==> src/rtl/core/itt_pkg.sv <==
// itt_pkg: shared types and codes for the three-channel interval timer
package itt_pkg;

  localparam logic [1:0] ACT_TICK  = 2'd0;
  localparam logic [1:0] ACT_WRITE = 2'd1;
  localparam logic [1:0] ACT_READ  = 2'd2;

  localparam logic [2:0] PORT_CTRL = 3'd3;
  localparam logic [2:0] PORT_SYS  = 3'd4;

  localparam logic [1:0] SC_READBACK = 2'b11;
  localparam logic [1:0] RW_LATCH    = 2'd0;
  localparam logic [1:0] RW_LOW      = 2'd1;
  localparam logic [1:0] RW_HIGH     = 2'd2;
  localparam logic [1:0] RW_LOW_HIGH = 2'd3;

  localparam logic [2:0] MODE_INT_ON_TC = 3'd0;

  localparam int unsigned MAX_CHANNELS = 3;
  localparam int unsigned BYTE_W       = 8;
  localparam int unsigned COUNT_W      = 16;

  typedef struct packed {
    logic              tick;
    logic              wr;
    logic              rd;
    logic              prog;
    logic              latch_cnt;
    logic              latch_sts;
    logic              gate;
    logic              gate_rise;
    logic              gate_fall;
    logic [BYTE_W-1:0] data;
  } itt_cmd_t;

endpackage

==> src/rtl/core/itt_chan.sv <==
// itt_chan: one counter channel with its count, latches and byte sequencing
module itt_chan
  import itt_pkg::*;
(
  input  logic              clk,
  input  logic              rst_n,
  input  itt_cmd_t          cmd,
  output logic [BYTE_W-1:0] rd_data,
  output logic              out_lvl
);

  logic [COUNT_W-1:0] reload_r, reload_nxt;
  logic [COUNT_W-1:0] count_r, count_nxt;
  logic [COUNT_W-1:0] latched_r, latched_nxt;
  logic               cnt_lat_r, cnt_lat_nxt;
  logic [BYTE_W-1:0]  status_r, status_nxt;
  logic               sts_lat_r, sts_lat_nxt;
  logic [2:0]         mode_r, mode_nxt;
  logic [1:0]         acc_r, acc_nxt;
  logic               wtog_r, wtog_nxt;
  logic               rtog_r, rtog_nxt;
  logic               out_r, out_nxt;
  logic               null_r, null_nxt;
  logic               armed_r, armed_nxt;
  logic               pend_r, pend_nxt;

  logic               periodic;
  logic               is_rate;
  logic [COUNT_W:0]   v;
  logic [COUNT_W:0]   v_m1;
  logic [COUNT_W:0]   step;
  logic [COUNT_W:0]   v_ms;
  logic [COUNT_W-1:0] rd_src;
  logic               wr_done;
  logic               rd_last;

  assign periodic = mode_r[1];
  assign is_rate  = (mode_r[1:0] == 2'd2);
  assign v        = (count_r == '0) ? {1'b1, {COUNT_W{1'b0}}} : {1'b0, count_r};
  assign v_m1     = v - (COUNT_W+1)'(1);
  assign step     = v[0] ? (out_r ? (COUNT_W+1)'(1) : (COUNT_W+1)'(3)) : (COUNT_W+1)'(2);
  assign v_ms     = v - step;
  assign rd_src   = cnt_lat_r ? latched_r : count_r;

  always_comb begin
    reload_nxt  = reload_r;
    count_nxt   = count_r;
    latched_nxt = latched_r;
    cnt_lat_nxt = cnt_lat_r;
    status_nxt  = status_r;
    sts_lat_nxt = sts_lat_r;
    mode_nxt    = mode_r;
    acc_nxt     = acc_r;
    wtog_nxt    = wtog_r;
    rtog_nxt    = rtog_r;
    out_nxt     = out_r;
    null_nxt    = null_r;
    armed_nxt   = armed_r;
    pend_nxt    = pend_r;
    rd_data     = '0;
    wr_done     = 1'b0;
    rd_last     = 1'b1;

    if (cmd.tick) begin
      if (periodic && armed_r) begin
        if (pend_r) begin
          count_nxt = reload_r;
          null_nxt  = 1'b0;
          pend_nxt  = 1'b0;
          out_nxt   = 1'b1;
        end else if (cmd.gate) begin
          if (is_rate) begin
            if (v == (COUNT_W+1)'(1)) begin
              count_nxt = reload_r;
              null_nxt  = 1'b0;
              out_nxt   = 1'b1;
            end else begin
              count_nxt = v_m1[COUNT_W-1:0];
              out_nxt   = (v_m1 != (COUNT_W+1)'(1));
            end
          end else if (v <= step) begin
            out_nxt   = ~out_r;
            count_nxt = reload_r;
            null_nxt  = 1'b0;
          end else begin
            count_nxt = v_ms[COUNT_W-1:0];
          end
        end
      end
    end

    if (cmd.wr) begin
      case (acc_r)
        RW_LOW: begin
          reload_nxt = {8'h00, cmd.data};
          wr_done    = 1'b1;
        end
        RW_HIGH: begin
          reload_nxt = {cmd.data, 8'h00};
          wr_done    = 1'b1;
        end
        default: begin
          if (!wtog_r) begin
            reload_nxt = {reload_r[15:8], cmd.data};
            wtog_nxt   = 1'b1;
          end else begin
            reload_nxt = {cmd.data, reload_r[7:0]};
            wtog_nxt   = 1'b0;
            wr_done    = 1'b1;
          end
        end
      endcase
      if (wr_done) begin
        null_nxt = 1'b1;
        if (periodic && !armed_r) begin
          armed_nxt = 1'b1;
          pend_nxt  = 1'b1;
        end
      end
    end

    if (cmd.rd) begin
      if (sts_lat_r) begin
        sts_lat_nxt = 1'b0;
        rd_data     = status_r;
      end else begin
        case (acc_r)
          RW_LOW:  rd_data = rd_src[7:0];
          RW_HIGH: rd_data = rd_src[15:8];
          default: begin
            if (!rtog_r) begin
              rd_data  = rd_src[7:0];
              rtog_nxt = 1'b1;
              rd_last  = 1'b0;
            end else begin
              rd_data  = rd_src[15:8];
              rtog_nxt = 1'b0;
            end
          end
        endcase
        if (rd_last) begin
          cnt_lat_nxt = 1'b0;
        end
      end
    end

    if (cmd.latch_cnt && !cnt_lat_r) begin
      latched_nxt = count_r;
      cnt_lat_nxt = 1'b1;
    end

    if (cmd.latch_sts && !sts_lat_r) begin
      status_nxt  = {out_r, null_r, acc_r, mode_r, 1'b0};
      sts_lat_nxt = 1'b1;
    end

    if (cmd.prog) begin
      acc_nxt     = cmd.data[5:4];
      mode_nxt    = cmd.data[3:1];
      wtog_nxt    = 1'b0;
      rtog_nxt    = 1'b0;
      out_nxt     = (cmd.data[3:1] != MODE_INT_ON_TC);
      null_nxt    = 1'b1;
      armed_nxt   = 1'b0;
      pend_nxt    = 1'b0;
      cnt_lat_nxt = 1'b0;
      sts_lat_nxt = 1'b0;
    end

    if (periodic) begin
      if (cmd.gate_fall) begin
        out_nxt = 1'b1;
      end else if (cmd.gate_rise && armed_r) begin
        pend_nxt = 1'b1;
      end
    end
  end

  assign out_lvl = out_nxt;

  always_ff @(posedge clk) begin
    if (!rst_n) begin
      reload_r  <= '0;
      count_r   <= '0;
      latched_r <= '0;
      cnt_lat_r <= 1'b0;
      status_r  <= '0;
      sts_lat_r <= 1'b0;
      mode_r    <= '0;
      acc_r     <= RW_LOW_HIGH;
      wtog_r    <= 1'b0;
      rtog_r    <= 1'b0;
      out_r     <= 1'b1;
      null_r    <= 1'b1;
      armed_r   <= 1'b0;
      pend_r    <= 1'b0;
    end else begin
      reload_r  <= reload_nxt;
      count_r   <= count_nxt;
      latched_r <= latched_nxt;
      cnt_lat_r <= cnt_lat_nxt;
      status_r  <= status_nxt;
      sts_lat_r <= sts_lat_nxt;
      mode_r    <= mode_nxt;
      acc_r     <= acc_nxt;
      wtog_r    <= wtog_nxt;
      rtog_r    <= rtog_nxt;
      out_r     <= out_nxt;
      null_r    <= null_nxt;
      armed_r   <= armed_nxt;
      pend_r    <= pend_nxt;
    end
  end

endmodule

==> src/rtl/core/interval_timer_three_channel_top.sv <==
// interval_timer_three_channel_top: three-channel interval timer with stream ports
// output register: the result of an input transfer is on the output in the next cycle
// throughput: one transfer per cycle unless stalled; state updates at the accepting edge
// a result waiting on out_tready holds in_tready low until that result is taken
// reset: synchronous rst_n clears all channel state, system port and output valid
module interval_timer_three_channel_top
  import itt_pkg::*;
#(
  parameter int unsigned NUMBER_CHANNELS = 3
) (
  input  logic        clk,
  input  logic        rst_n,
  input  logic        in_tvalid,
  output logic        in_tready,
  input  logic [7:0]  in_tdata,   // write_data[7:0]
  input  logic [4:0]  in_tuser,   // action[1:0], port[4:2]
  output logic        out_tvalid,
  input  logic        out_tready,
  output logic [15:0] out_tdata   // read_data[7:0], out0[8], out1[9], out2[10], speaker[11]
);

  logic                  in_xfer;
  logic [1:0]            action;
  logic [2:0]            port;
  logic [BYTE_W-1:0]     wdata;
  logic                  is_wr;
  logic                  is_rd;
  logic                  ctrl_wr;
  logic                  sys_wr;
  logic [1:0]            sys_r, sys_nxt;
  logic [MAX_CHANNELS-1:0] lvl;
  logic [BYTE_W-1:0]     chan_rd [NUMBER_CHANNELS];
  logic [BYTE_W-1:0]     rd_byte;

  logic                  out_valid_r;
  logic [BYTE_W-1:0]     rd_r;
  logic [MAX_CHANNELS-1:0] lvl_r;
  logic                  spk_r;

  assign action  = in_tuser[1:0];
  assign port    = in_tuser[4:2];
  assign wdata   = in_tdata;
  assign in_tready = !out_valid_r || out_tready;
  assign in_xfer = in_tvalid && in_tready;
  assign is_wr   = in_xfer && (action == ACT_WRITE);
  assign is_rd   = in_xfer && (action == ACT_READ);
  assign ctrl_wr = is_wr && (port == PORT_CTRL);
  assign sys_wr  = is_wr && (port == PORT_SYS);
  assign sys_nxt = sys_wr ? wdata[1:0] : sys_r;

  for (genvar c = 0; c < MAX_CHANNELS; c++) begin : g_chan
    if (c < NUMBER_CHANNELS) begin : g_on
      itt_cmd_t cmd;
      logic     sel_rb;
      logic     sel_cw;

      assign sel_rb = ctrl_wr && (wdata[7:6] == SC_READBACK) && wdata[c+1];
      assign sel_cw = ctrl_wr && (wdata[7:6] == 2'(c));

      always_comb begin
        cmd           = '0;
        cmd.data      = wdata;
        cmd.tick      = in_xfer && (action == ACT_TICK);
        cmd.wr        = is_wr && (port == 3'(c));
        cmd.rd        = is_rd && (port == 3'(c));
        cmd.prog      = sel_cw && (wdata[5:4] != RW_LATCH);
        cmd.latch_cnt = (sel_rb && !wdata[5]) || (sel_cw && (wdata[5:4] == RW_LATCH));
        cmd.latch_sts = sel_rb && !wdata[4];
        cmd.gate      = (c == 2) ? sys_r[0] : 1'b1;
        cmd.gate_rise = (c == 2) && sys_wr && !sys_r[0] && wdata[0];
        cmd.gate_fall = (c == 2) && sys_wr && sys_r[0] && !wdata[0];
      end

      itt_chan u_chan (
        .clk     (clk),
        .rst_n   (rst_n),
        .cmd     (cmd),
        .rd_data (chan_rd[c]),
        .out_lvl (lvl[c])
      );
    end else begin : g_off
      assign lvl[c] = 1'b0;
    end
  end

  always_comb begin
    rd_byte = '0;
    if (is_rd) begin
      if (port == PORT_SYS) begin
        rd_byte = {6'b0, sys_r};
      end
      for (int c = 0; c < NUMBER_CHANNELS; c++) begin
        if (port == 3'(c)) begin
          rd_byte = chan_rd[c];
        end
      end
    end
  end

  always_ff @(posedge clk) begin
    if (!rst_n) begin
      sys_r       <= '0;
      out_valid_r <= 1'b0;
    end else begin
      sys_r <= sys_nxt;
      if (in_xfer) begin
        out_valid_r <= 1'b1;
      end else if (out_tready) begin
        out_valid_r <= 1'b0;
      end
    end
  end

  always_ff @(posedge clk) begin
    if (in_xfer) begin
      rd_r  <= rd_byte;
      lvl_r <= lvl;
      spk_r <= lvl[2] && sys_nxt[1];
    end
  end

  assign out_tvalid = out_valid_r;
  assign out_tdata  = {4'b0, spk_r, lvl_r, rd_r};

  a_ready_when_empty: assert property (@(posedge clk) disable iff (!rst_n)
    !out_valid_r |-> in_tready)
    else $error("input stalled with empty output register");

  a_sys_read_bits: assert property (@(posedge clk) disable iff (!rst_n)
    (is_rd && (port == PORT_SYS)) |=> (out_tdata[7:2] == 6'b0))
    else $error("system port read returned upper bits");

  a_no_read_zero: assert property (@(posedge clk) disable iff (!rst_n)
    (in_xfer && (action != ACT_READ)) |=> (out_tdata[7:0] == 8'h00))
    else $error("read data nonzero on a non-read transfer");

  a_speaker_gated: assert property (@(posedge clk) disable iff (!rst_n)
    out_valid_r |-> (!out_tdata[11] || out_tdata[10]))
    else $error("speaker high while out2 low");

endmodule
==> config.mk <==
export PLATFORM = sky130hd
export DESIGN_NAME = interval_timer_three_channel_top
export DESIGN_NICKNAME = d
export VERILOG_FILES = /design/src/rtl/core/itt_pkg.sv /design/src/rtl/core/itt_chan.sv /design/src/rtl/core/interval_timer_three_channel_top.sv
export SDC_FILE = /design/constraint.sdc
export NUM_CORES = 1
export LEC_CHECK = 0
export ABC_AREA = 1
export BUFFER_PORTS_ARGS = -buffer_cell sky130_fd_sc_hd__buf_4
export CORE_ASPECT_RATIO = 1.1
export CORE_MARGIN = 1.5
export CORE_UTILIZATION = 45
export CTS_CLUSTER_DIAMETER = 40
export DETAILED_ROUTE_END_ITERATION = 16
export PLACE_DENSITY = 0.71
export SYNTH_ARGS = -nofsm -noshare
export SYNTH_HDL_FRONTEND = slang
export SYNTH_SLANG_ARGS = --single-unit
==> constraint.sdc <==
create_clock -name clk -period 4.4 [get_ports clk]
set_clock_uncertainty 0.15 [all_clocks]
set_input_delay 0.66 -clock clk [delete_from_list [all_inputs] [get_ports clk]]
set_output_delay 0.66 -clock clk [all_outputs]
set_load 0.02 [all_outputs]
-- After elaboration in Yosys (flattened, before gate mapping)
Index checks and enable logic that the tools add are counted.
- register bits after elaboration: 219
- input port bits: 17
- output and inout bits: 18
- logic and storage cells: 380
- add/subtract/negate cells: 6
- $lt $le $gt $ge: 3
- eq/ne operators: 30
- muxes and demuxes: 163
- bitwise operators: 10
- reduce and logical (&&, ||, !) cells: 117
- operators with widths (operator ; number):
    two-way mux 16 bit ; 19
    two-way mux 1 bit ; 115
    two-way mux 8 bit ; 12
    one-hot mux 16 bit (2 select lines) ; 3
    == test 17 x 1 -> 1 bit, second input constant ; 3
    less-or-equal comparator 17 bit ; 3
    two-way mux 17 bit ; 3
    inequality test 17 x 1 -> 1 bit, second input constant ; 3
    subtractor 17 x 1 -> 17 bit, second input constant ; 3
    logical AND 1 bit ; 49
    zero test 16 bit ; 3
    one-hot mux 8 bit (2 select lines) ; 3
    subtractor 16 bit ; 3
    AND reduction 3 bit ; 10
    nonzero test 2 bit ; 12
    AND reduction 2 bit ; 11
    == test 2 bit, second input constant ; 9
    two-way mux 2 bit ; 8
    zero test 1 bit ; 14
    nonzero test 3 bit ; 4
    OR reduction 2 bit ; 6
    == test 2 x 1 -> 1 bit, second input constant ; 5
    inverter 1 bit ; 10
    inequality test 3 bit, second input constant ; 3
    7 further kinds ; 15

-- Depth between registers and ports, before layout
Gate-level depths: netlist of the first run.
- depth after elaboration: 14
- mapped depth: 24
- gate-level depth less buffers: 24

-- Modules after synthesis
A second synthesis of the first run with hierarchy kept.
- cell total of the unflattened synthesis: 1976
- area, all modules: 13436.6 um^2
- modules (own cells, without submodules) (module ; times used ; cells each ; area each (um^2) ; seq. area each (um^2)):
    itt_chan (g_chan[0].g_on.u_chan ...) ; 2 ; 613 ; 4137.7 ; 1361.3
    itt_chan (g_chan[2].g_on.u_chan) ; 1 ; 611 ; 4134.0 ; 1361.3
    interval_timer_three_channel_top ; 1 ; 139 ; 1027.2 ; 420.4

-- Worst setup path before layout of the first run
No wires, ideal clock.
- kind: flip-flop to flip-flop
- start point: reg g_chan[2].g_on.u_chan.count_r[0]
- end point: reg spk_r (data pin)
- setup time: 264 ps
- arrival time: 2813 ps
- data required time: 3986 ps
- path slack: 1173 ps
- stages on the path, launching flop included: 24
- path buffers: 0
- clock period less this slack: 3227 ps
- cell sequence: dfxtp_1 inv_1 ha_1 nand2_2 nor2_4 nand2_4 inv_1 nor2_1 inv_1 nor2_1 inv_1 ha_1 nor3_2 nand2_2 nor2_2 nand2_1 o21ai_2 nand2_4 nand2_4 nor2_1 a21oi_1 nand3_1 nand2_2 a21oi_1
- word-level cells in the longest chain between the ends: 14
- elaborated cells between the ends (all ways): 18
- those cells by class: add/sub: 1; order compare: 1; eq/ne: 2; mux: 12; reduce/logical: 2
- ends and longest elaborated chain (item ; line ; RTL):
    from (decl) ; itt_chan.sv:13 ; logic [COUNT_W-1:0] count_r, count_nxt;
    from (signal assigned) ; itt_chan.sv:199 ; count_r <= count_nxt;
    zero test 16 bit ; itt_chan.sv:39 ; assign v = (count_r == '0) ? {1'b1, {COUNT_W{1'b0}}} : {1'b0, count_r};
    two-way mux 17 bit (*) ; itt_chan.sv:39 ;
    subtractor 17 x 1 -> 17 bit or two-way mux 2 bit (tied branches) ; itt_chan.sv:40, itt_chan.sv:41 ;
    inequality test 17 x 1 -> 1 bit or less-or-equal comparator 17 bit (tied branches) ; itt_chan.sv:79, itt_chan.sv:81 ;
    two-way mux 1 bit (on tied branches) ; itt_chan.sv:73, itt_chan.sv:81 ;
    two-way mux 1 bit (*) ; itt_chan.sv:72 ; if (is_rate) begin
    two-way mux 1 bit (*) ; itt_chan.sv:71 ; end else if (cmd.gate) begin
    two-way mux 1 bit (*) ; itt_chan.sv:66 ; if (pend_r) begin
    two-way mux 1 bit (*) ; itt_chan.sv:65 ; if (periodic && armed_r) begin
    two-way mux 1 bit (*) ; itt_chan.sv:64 ; if (cmd.tick) begin
    two-way mux 1 bit (*) ; itt_chan.sv:157 ; if (cmd.prog) begin
    two-way mux 1 bit ; itt_chan.sv:171 ; if (cmd.gate_fall) begin
    two-way mux 1 bit (*) ; itt_chan.sv:170 ; if (periodic) begin
    logical AND 1 bit (*) ; interval_timer_three_channel_top.sv:118 ; spk_r <= lvl[2] && sys_nxt[1];
    to (signal assigned) ; interval_timer_three_channel_top.sv:118 ;
    to (decl) ; interval_timer_three_channel_top.sv:38 ; logic spk_r;
Every way passes the cells marked *; elsewhere a longest branch is shown, timed or not.
A chain may end at the register's enable or synchronous reset.

-- Worst setup path in the final report of the first run
- start point: reg g_chan[1].g_on.u_chan.count_r[0]
- end point: reg g_chan[1].g_on.u_chan.count_r[4]
- word-level cells in the longest chain between the ends: 7
- elaborated cells between the ends (all ways): 11
- those cells by class: add/sub: 2; order compare: 1; eq/ne: 1; mux: 6; reduce/logical: 1
- ends and longest elaborated chain (item ; line ; RTL):
    from (decl) ; itt_chan.sv:13 ;
    from (signal assigned) ; itt_chan.sv:199 ;
    zero test 16 bit ; itt_chan.sv:39 ;
    two-way mux 17 bit (*) ; itt_chan.sv:39 ;
    two-way mux 2 bit ; itt_chan.sv:41 ; assign step = v[0] ? (out_r ? (COUNT_W+1)'(1) : (COUNT_W+1)'(3)) : (COUNT_W+1)'(2);
    subtractor 16 bit or less-or-equal comparator 17 bit (tied branches) ; itt_chan.sv:42, itt_chan.sv:81 ;
    two-way mux 16 bit ; itt_chan.sv:81 ; end else if (v <= step) begin
    two-way mux 16 bit (*) ; itt_chan.sv:72 ;
    two-way mux 16 bit (*) ; itt_chan.sv:66 ;
Marked as above.

==> results of run 1 <==
[state kept, by name (all words and copies together), names as in the netlist, 6 cells and up]
name	cells
g_chan.g_on.u_chan.count_r	48
g_chan.g_on.u_chan.latched_r	48
g_chan.g_on.u_chan.reload_r	48
g_chan.g_on.u_chan.status_r	21
g_chan.g_on.u_chan.mode_r	9
rd_r	8
g_chan.g_on.u_chan.acc_r	6
[synthesized netlist by cell type (all sizes together), types with 6 or more instances]
library cell	n	area share, %
edfxtp	12	2.8
o31ai	7	0.40
o2111ai	7	0.47
a22oi	18	1.0
o211ai	26	1.5
nand3	79	3.2
clkbuf	45	1.3
o221ai	33	2.2
a21oi	228	8.9
a221oi	10	0.82
o32ai	15	1.0
nor3	24	1.4
nand4	11	0.64
nor2	231	7.8
xnor2	6	0.40
buf	31	1.6
dfxtp	207	32
o22ai	13	0.67
ha	21	2.0
o21ai	191	7.8
nand2	307	9.7
inv	233	6.7
xor2	60	4.0
[where the power goes]
part	internal, mW	switching, mW	total [mW]
clock	1.80	1.07	2.86
combinational	0.0367	0.118	0.154
sequential	2.01	0.00606	2.02
[worst max path at each step]
| stage | from | end | slack [ps] |
|---|---|---|---|
| 2_1_floorplan | g_chan[2].g_on.u_chan.count_r[0] | spk_r | 1170 |
| 3_3_place_gp | g_chan[1].g_on.u_chan.count_r[0] | g_chan[1].g_on.u_chan.count_r[4] | 790 |
| 3_5_place_dp | g_chan[1].g_on.u_chan.count_r[0] | g_chan[1].g_on.u_chan.count_r[4] | 730 |
| 4_1_cts | g_chan[1].g_on.u_chan.count_r[0] | g_chan[1].g_on.u_chan.count_r[4] | 720 |
| 5_1_grt | g_chan[1].g_on.u_chan.count_r[0] | g_chan[1].g_on.u_chan.count_r[4] | 300 |
| 6_report | g_chan[1].g_on.u_chan.count_r[0] | g_chan[1].g_on.u_chan.count_r[4] | 650 |
[through the flow]
| step | utilization (%) | hold WS (ps) |
|---|---|---|
| 2_1_floorplan | - | 274 |
| 6_report | 51.3 | 283 |
| 4_1_cts | 51.3 | 276 |
| 5_1_grt | 51.3 | 298 |
| 3_5_place_dp | 47.1 | 305 |
| 3_3_place_gp | 47.1 | 300 |
[cell usage in the layout, fill, tap and decap left out, types with 35 or more instances in the layout]
master / netlist / routed
nand2_1: 280 / 280
a21oi_1: 225 / 225
inv_1: 211 / 211
dfxtp_1: 207 / 207
nor2_1: 196 / 196
o21ai_0: 164 / 164
nand3_1: 74 / 74
xor2_1: 60 / 60
buf_4: 7 / 44
clkbuf_16: 0 / 35
[cell families after synthesis]
| logic type | Yosys count | synth area share (%) |
|---|---|---|
| AOI/OAI and AO/OA | 562 | 25.7 |
| xor gates and xnor gates | 66 | 4.44 |
| adders and majority gates | 21 | 2.02 |
| buffers and inverters | 313 | 9.78 |
| DFF | 219 | 34.6 |
| muxes | 3 | 0.231 |
| other | 1 | 0.0288 |
| and+or+nand+nor | 660 | 23.2 |
[worst min-delay path: stages]
cell	delay, ps
buf_4	80
inv_1	60
a21oi_1	130
[routing by layer]
layer  vias up  global-route usage [%]  part of all wire (%)
li1       6263                       -                     -
met1      6110                    36.4                    41
met2       523                    47.9                    47
met3       129                    4.22                   6.5
met4         0                    15.6                   5.5
met5         -                       0                     0
[final cells by class]
| class | count | area, sq um | area share, % |
|---|---|---|---|
| repair buffers | 44 | 330 | 2.25 |
| well taps | 368 | 460 | 3.14 |
| clock inverters | 23 | 289 | 1.97 |
| clock buffers | 40 | 935 | 6.38 |
| flip-flops and latches | 219 | 4500 | 30.7 |
| multi-input cells | 1316 | 7240 | 49.4 |
| inverters | 237 | 892 | 6.09 |
==> results.md, run 1 <==
- CP delay by family, top: simple AND/OR/NAND/NOR gates
- Later-pin clock latency in the skew report: 520 ps
- Worst-path clk slew: 60 ps
- Worst min path class: input pin to register
- Syn Area/Cell: 7.05 sq um
- Placed cells: 2184
- Htree depth: 2
- Worst hold stages: 3
- Design Power: 5.03 mW
- Total setup buffers inserted after CTS: 0
- Crit path DAT: 3950 ps
- Netlist Area Pre-Place: between 10000 and 15000 sq um
- R2r setup slk: ~650 ps
- Yosys warnings: 0
- Clk buf depth: 3
- Clk sinks: between 200 and 250
- Final instance area: 14700 sq um
- Worst-path cell chain: inv_1 > ha_1 > nand2_2 > nor2_4 > nand2_4 > nand2_1 > nor2_1 > inv_1 > ha_1 > nor2_1 > nand2_1 > nor2_2 > nand2_1 > o22ai_2 > nand2_2 > nand2_2 > inv_1 > o21ai_0 > o211ai_1 > o21ai_0 > a21oi_1
- Layout cells sized above 1: a little under an eighth
- Post-synth cell types: 58
- First-pass GRT wire length: ~68 mm
- R2R Path End: g_chan[1].g_on.u_chan.count_r[4]
- Status: finished clean
- Pre-antenna DRT Iters: 7
- Fin nets: 1891
- Pre-CTS WS: roughly 730 ps
- Post-CTS Resized: 0
- Worst Hold End: out_tvalid
- CTS tree: done
- Worst Tran Pin Value: 1140 ps
- Setup crit end kind: register
- Final min period: about 3800 ps
- Fin. Hold Viols: 0
- Initial Util: 45.6%
- IO Pins: 35
- Post-DRT Antenna Nets: 0
- DRT Wirelength: roughly 44 mm
- Synth Flop Type: dfxtp_1
- Worst setup path class: register to register
- Mapped Cells: 1845
- Crit start category: register
- Final std cells w/o fill: 2247
- Vias in the first global route: 12500
- Largest net degree at the start of global routing: 47
- # hold bufs at CTS: 0
- Fin. max-slew vios: 0
- N_diodes: 0
- Slew HR: 23.7%
- Layout area overhead: 12.6%
- Synth Register Bits: 219
- Row count: 65
- Async S/R FF share, synth: 0%
- Die X: 165 microns
- R2r startpoint: g_chan[1].g_on.u_chan.count_r[0]
- Crit. path cell count: 21
- Critical path required time: between 4000 and 5000 ps
- Power per cell area: around 340 nW/um^2
- Via-to-Cell Ratio: roughly 5.8
- Global route total overflow: 0
- Initial antenna violation count: 0
- Register area share after synthesis: 34.6%
- CP max FO: 13
- Fill cell count: 2805
- RSZ-0062 raised after global routing: false
- Post-synth EDFFs: 12
- RePlAce Congestion: 1.00
- Setup Viol. Count Final: 0
- Die area: between 20000 and 30000 sq um
- DRC Markers: 0
- Period utilisation layout: 85.3%
- GR Util All Layers: between 20% and 30%
- Fmax: 267 MHz
- Setup TNS: 0 ps
- Hold Crit Start: in_tvalid
- WP buf/inv: 3
- Port bufs: 30
- CTS Buf Count: 35
- Total of max-cap violations: 0
- HPWL after DPL: approximately 32 mm
- Max stage delay on crit path: 390 ps
- Dpl cell area: 13400 sq um
- VDD IR max: 0.000345 V
- Worst r2r path cells: 21
- Wire per inst: between 15 and 20 microns
- Root Buffer: clkbuf_16
- Initial DRC count: ~1200
- CP max stage cell: dfxtp_1
- Floorplan Core Area: 28500 sq um
- Setup WS post-layout: approximately 650 ps
- Leakage: roughly 6.3 nW
- Die extent in y: 181 microns
- Total number of vias: 13000
(Power assumes the default switching activity.)
==> inputs of run 2 (changes only) <==
Clock period 4.4 ns to 3.5 ns, I/O delays scaled along.
==> run 2 against run 1 <==
Routed wire length grew 1.3%. Final area grew 4.3%. Non-clock buffer count rose by 63. Clock-buffer cell count grew 8. Critical path type unchanged. Core utilization up 2.2 points. Clock power increased by 27%.
==> results.md, run 2 (synthesis gave the netlist of run 1 again) <==
- Placed cells: 2240
- Crit path DAT: 3520 ps
- Post-DRT Antenna Nets: 0
- Cell-internal power: 4.84 mW
- CTS Buf Count: 37
- Root Buffer: clkbuf_16
- Largest net degree at the start of global routing: 39
- Die area: 29900 sq um
- Final min period: ~3300 ps
- Clk buf depth: 3
- Critical path required time: 3750 ps
- Worst Hold Slack: between 150 and 200 ps
- First-pass GRT wire length: ~70 mm
- DRC Markers: 0
- Initial Util: 45.6%
- DRT Wirelength: 44.2 mm
- Pre-CTS WS: approximately 40 ps
- Port bufs: 30
- N_diodes: 0
- Worst hold stages: 3
- Die X: 165 microns
- Slew HR: 49.5%
- Later-pin clock latency in the skew report: roughly 520 ps
- Multi-input logic area: 7330 sq um
- Worst r2r path cells: 22
- IO Pins: 35
- Fin nets: 1956
- CP max FO: 7
- Power per cell area: 417 nW/um^2
- Worst Hold End: out_tvalid
- Commonest non-fill, non-tap cell in the layout: nand2_1
- Die extent in y: 181 microns
- VDD IR max: 0.000334 V
- Worst min path class: input pin to register
- Hold Crit Start: in_tvalid
- Htree depth: 2
- Setup WS post-layout: 234 ps
- Initial antenna violation count: 0
- Worst Tran Pin Value: 749 ps
- Status: finished clean
- Fill cell count: 2752
- # hold bufs at CTS: 0
- Via-to-Cell Ratio: 5.77
- Wire per inst: 19.1 microns
- CTS tree: done
- Combinational share of power: 3.1%
- R2r startpoint: g_chan[1].g_on.u_chan.count_r[13]
- Initial DRC count: 1253
- Global route total overflow: 0
- Clk sinks: 219
- Dpl cell area: 13900 sq um
- Most frequent cells in the layout: nand2_1 (280), a21oi_1 (225), inv_1 (210), dfxtp_1 (203), nor2_1 (192)
- Vias in the first global route: approximately 13000
- GR Util All Layers: 29.5%
- Row count: 65
- Pre-antenna DRT Iters: 7
- Crit start category: register
- Layout cells sized above 1: 15.4%
- Layout area overhead: 17.5%
- Fmax: roughly 310 MHz
- HPWL after DPL: 32.9 mm
- WP buf/inv: 4
- Worst-path cell chain: nor2_1 > nand2_1 > nor2_2 > nand2_4 > nand2_1 > nor2_1 > inv_1 > ha_1 > nor2_2 > nand2_1 > nor2_2 > nand2_1 > o22ai_2 > nand2_2 > nand2_4 > buf_12 > buf_4 > o22ai_1 > nand2_1 > o211ai_1 > nand2_1 > inv_1
- Setup Viol. Count Final: 0
- Clock power frac: roughly 57%
- Fin. max-slew vios: 0
- R2R Path End: g_chan[1].g_on.u_chan.count_r[7]
- Switch Pwr: roughly 1.5 mW
- CP delay by family, top: simple AND/OR/NAND/NOR gates
- Total number of vias: approximately 13000
- Final std cells w/o fill: 2315
- Floorplan Core Area: 28500 sq um
- RePlAce Congestion: a little over 1
- Sequential cell area: 4510 sq um
- Leakage: 6.66 nW
- Biggest regs: g_chan.g_on.u_chan.count_r: 48 flops, g_chan.g_on.u_chan.latched_r: 48 flops, g_chan.g_on.u_chan.reload_r: 48 flops
- Worst path most repeated cell: nand2_1
- Setup crit end kind: register
- Total of max-cap violations: 0
- Worst-path clk slew: around 60 ps
- CP max stage cell: dfxtp_1
- Max stage delay on crit path: 500 ps
- Worst setup path class: register to register
- Reg power frac: 39.8%
- Switching share of power: 24.0%
- Period utilisation layout: 93.3%
- Final instance area: 15300 sq um
- R2r setup slk: 230 ps
- Fin. Hold Viols: 0
-- run 2: cell types whose count changed in the layout (fill, tap and decap cells not counted), moves of 3 or more --
cell	before	now
buf_4	44	104
bufinv_16	4	1
clkbuf_1	1	4
clkbuf_16	35	39
dfxtp_1	207	203
dfxtp_2	0	4
ha_1	21	17
ha_4	0	3
nand2_2	18	15
nor2_1	196	192
nor2_2	24	28
-- run 2: layer usage --
layer / up-vias / global-route usage, % / wire length (microns)
met5: - / 0 / 0
met4: 0 / 14.4 / 2240
met3: 135 / 4.29 / 3220
met2: 584 / 48.6 / 20800
met1: 6234 / 37.3 / 17900
li1: 6394 / - / -
-- run 2: through the flow --
stage / setup TNS (ps) / util [%] / total power, mW
6_report: 0 / 53.5 / 6.37
5_1_grt: -1.80 / 53.5 / 6.53
4_1_cts: 0 / 52.9 / 6.41
3_5_place_dp: 0 / 48.5 / 2.78
3_3_place_gp: 0 / 48.5 / 2.78
2_1_floorplan: 0 / - / 2.70
-- run 2: power by group through the flow --
stage / combinational (mW) / sequential, mW / clock [mW]
2_1_floorplan: 0.103 / 2.59 / 0
3_3_place_gp: 0.191 / 2.59 / 0
4_1_cts: 0.194 / 2.54 / 3.68
6_report: 0.200 / 2.54 / 3.64
5_1_grt: 0.212 / 2.53 / 3.78
3_5_place_dp: 0.192 / 2.59 / 0
-- run 2: worst reg2reg max path: cells and delay by family, from the launching register on --
kind            cells  cell delay [ps]
simple gates       14             1510
flops               1              500
compound gates      3              340
buf+inv             4              340
fa+ha+maj           1              320
-- run 2: worst max path at each step --
stage	depth (start not counted)	from	slack, ps	end
3_3_place_gp	21	g_chan[1].g_on.u_chan.count_r[1]	150	g_chan[1].g_on.u_chan.count_r[4]
2_1_floorplan	23	g_chan[2].g_on.u_chan.count_r[0]	270	spk_r
4_1_cts	21	g_chan[1].g_on.u_chan.count_r[1]	30	g_chan[1].g_on.u_chan.count_r[4]
3_5_place_dp	21	g_chan[1].g_on.u_chan.count_r[1]	40	g_chan[1].g_on.u_chan.count_r[4]
6_report	22	g_chan[1].g_on.u_chan.count_r[13]	230	g_chan[1].g_on.u_chan.count_r[7]
5_1_grt	21	g_chan[1].g_on.u_chan.count_r[0]	-2	lvl_r[1]
-- run 2: area by class of cell --
cell class | instances | area share (%)
Clock buffer | 48 | 6.94
Sequential cell | 219 | 29.5
Tap cell | 368 | 3.01
Timing Repair Buffer | 107 | 5.40
Multi-Input combinational cell | 1316 | 48.0
Inverter | 237 | 5.84
Clock inverter | 20 | 1.31
-- run 2: repair_timing --
action	CTS	global route
gates resized for setup	0	20
endpoints found under the setup margin	0	50
setup buffers	0	7
==> inputs of run 3 (changes only) <==
Settings changed: ABC_AREA 1 to 0, RECOVER_POWER set to 50, SLEW_MARGIN set to 20.
==> run 3 against run 2 <==
First-iteration DRC count grew 12%. Sequential power hardly changed. Non-clock buffer count rose by 35. Synthesized area shrank 1.1%. Final area is 1.7% lower. Final cell count shrank 12%. Via count shrank 5.9%. Sequential share of layout area rose by 0.46 points. Critical path depth down 9. Critical path type unchanged. Critical endpoint is now g_chan[2].g_on.u_chan.count_r[15]. Largest cell class unchanged. Highest routed layer unchanged.
==> results.md, run 3 <==
- Fin. max-slew vios: 0
- CP max FO: 5
- Critical Path End: g_chan[2].g_on.u_chan.count_r[15]
- R2R Path End: g_chan[2].g_on.u_chan.count_r[15]
- DRC Markers: 0
- Most frequent cells in the layout: dfxtp_1 (207), nor2_1 (185), nand2_1 (152), mux2i_1 (138), buf_4 (119)
- Total number of vias: 12600
- Layout area overhead: 16.8%
- Post-DRT Antenna Nets: 0
- Area contributors post-synth: dfxtp_1 (32%), mux2i_1 (11%), nor2_1 (5.4%)
- Fin nets: between 1500 and 2000
- Initial antenna violation count: 0
- Pre-antenna DRT Iters: 5
- Die extent in y: 180 microns
- Async S/R FF share, synth: 0%
- R2r setup slk: 200 ps
- Dpl cell area: 13800 sq um
- Via-to-Cell Ratio: 6.18
- Later-pin clock latency in the skew report: 520 ps
- Synth cell count leaders: dfxtp_1 (207), nor2_1 (185), nand2_1 (152)
- Post-synth EDFFs: 12
- Floorplan Core Area: between 20000 and 30000 sq um
- Post-synth top area share: 32.2%
- Worst Tran Pin Value: approximately 1400 ps
- Worst min path class: input pin to register
- Final min period: 3300 ps
- Register area share after synthesis: around a third
- Initial Util: between 40% and 50%
- VDD IR max: 0.000337 V
- CTS tree: done
- Worst-path cell chain: inv_1 > ha_1 > and3_1 > nand2_1 > nand3_1 > ha_1 > nor2_1 > and4_4 > o221a_1 > o32ai_4 > nand2_1 > o32a_1 > o2111a_1
- Crit start category: register
- Row count: 64
- Worst-path clk slew: 60 ps
- CP max stage cell: dfxtp_1
- N_diodes: 0
- Top-count cell post-synth: dfxtp_1
- # hold bufs at CTS: 0
- Crit path launch: g_chan[2].g_on.u_chan.count_r[1]
- Worst r2r path cells: 13
- Critical path required time: 3760 ps
- Fill cell count: 2597
- Syn Area/Cell: 8.04 sq um
- Hold Crit Start: in_tdata[0]
- Setup TNS: 0 ps
- DRT Wirelength: approximately 42 mm
- RSZ-0062 raised after global routing: false
- Largest net degree at the start of global routing: 62
- Layout cells sized above 1: between 10% and 20%
- Synth Flop Type: dfxtp_1
- Global route total overflow: 0
- Initial DRC count: 1408
- Post-synth cell types: slightly above 90
- Die X: 164 microns
- Wire per inst: 20.8 microns
- Yosys top cell by area: dfxtp_1
- Period utilisation layout: 94.4%
- Leakage: 5.78 nW
- Netlist Area Pre-Place: ~13000 sq um
- Htree depth: 2
- First-pass GRT wire length: around 67 mm
- HPWL after DPL: between 20 and 30 mm
- Clk buf depth: 3
- Port bufs: 30
- Vias in the first global route: 12100
- Fin. Hold Viols: 0
- Fmax: 303 MHz
- Worst setup path class: register to register
- Root Buffer: clkbuf_16
- CTS Buf Count: 37
- Crit path DAT: 3560 ps
- Synth Register Bits: 219
- Yosys warnings: 0
- Total of max-cap violations: 0
- Max stage delay on crit path: a little under 400 ps
- Slew HR: 7.84%
- Clk sinks: 219
- Setup Viol. Count Final: 0
- Final instance area: ~15000 sq um
- Worst Hold Slack: 236 ps
- Die area: ~30000 sq um
- Commonest non-fill, non-tap cell in the layout: dfxtp_1
- R2r startpoint: g_chan[2].g_on.u_chan.count_r[1]
- Power per cell area: 420 nW/um^2
- Total setup buffers inserted after CTS: 0
- GR Util All Layers: between 20% and 30%
- Mapped Cells: roughly 1600
- Status: finished clean
- Setup crit end kind: register
- IO Pins: 35
- RePlAce Congestion: 1.02
- Biggest regs: g_chan.g_on.u_chan.count_r: 48 flops, g_chan.g_on.u_chan.latched_r: 48 flops, g_chan.g_on.u_chan.reload_r: 48 flops
==> run 3: cell count changes in the layout (fill, tap and decap cells not counted), sizes merged, moves of 46 or more <==
cell	change
mux2i	+135
a21oi	-112
inv	-192
nand2	-154
nor2	-46
o21ai	-115
==> run 3: critical path, delay by kind of cell (launching register included) <==
kind,cells,cell delay [ps]
buffers and inverters,1,110
flip-flops,1,390
AO/OA/AOI/OAI,4,1140
adder cells (fa/ha/maj),2,570
AND/OR/NAND/NOR,6,830
==> run 3: per-stage QoR <==
step / cells / total power, mW / worst slack [ps] / util (%)
floorplan: 1604 / 2.69 / 9.92 / -
global placement: 1964 / 2.78 / 217 / 49.5
detailed placement: 1964 / 2.78 / 197 / 49.5
CTS: 2032 / 6.36 / 170 / 53.9
global route: 2032 / 6.49 / 3.56 / 53.8
finish: 2032 / 6.32 / 195 / 53.8
==> run 3: repair_timing <==
action,CTS,global route
setup endpoints to repair,0,34
resized for setup,0,15
endpoints found under the hold margin,0,0
==> run 3: layer usage <==
metal | part of all wire (%) | wire length (microns) | vias to the layer above | GRT usage [%]
met5 | 0 | 0 | - | 0
met4 | 4.9 | 2070 | 0 | 14.1
met3 | 8.0 | 3390 | 138 | 4.40
met2 | 47 | 19700 | 624 | 46.5
met1 | 40 | 17000 | 5937 | 36.5
li1 | - | - | 5857 | -
==> run 3: cells by family (layout without fill, tap and decap cells) <==
group,Yosys count,in the layout,synth area share (%)
and+or+nand+nor,623,623,24.1
AOI/OAI and AO/OA,371,371,19.2
DFF,219,219,35.0
buffers and inverters,184,249,5.93
muxes,138,138,10.7
xor gates and xnor gates,44,44,2.99
adders and majority gates,21,21,2.04
other,1,4,0.0291
==> run 3: how the worst min path moves through the flow <==
stage / endpoint / cells past startpoint
2_1_floorplan: g_chan[0].g_on.u_chan.reload_r[0] / 2
3_3_place_gp: g_chan[1].g_on.u_chan.reload_r[10] / 2
3_5_place_dp: g_chan[1].g_on.u_chan.reload_r[2] / 2
4_1_cts: g_chan[2].g_on.u_chan.reload_r[8] / 3
5_1_grt: g_chan[2].g_on.u_chan.reload_r[8] / 3
6_report: g_chan[2].g_on.u_chan.reload_r[8] / 3
==> run 3: layout make-up <==
class	instances	area (sq um)	share of cell area, %
multi-input combinational	1201	7680	51.1
sequential	219	4500	30.0
clock buffer	44	1000	6.69
timing repair buffer	142	996	6.63
tap	363	454	3.02
clock inverter	24	240	1.60
inverter	39	149	0.991
==> run 3: where the power goes <==
part | internal (mW) | switching [mW]
sequential | 2.53 | 0.00925
clock | 2.20 | 1.40
combinational | 0.0425 | 0.140
total | 4.77 | 1.55
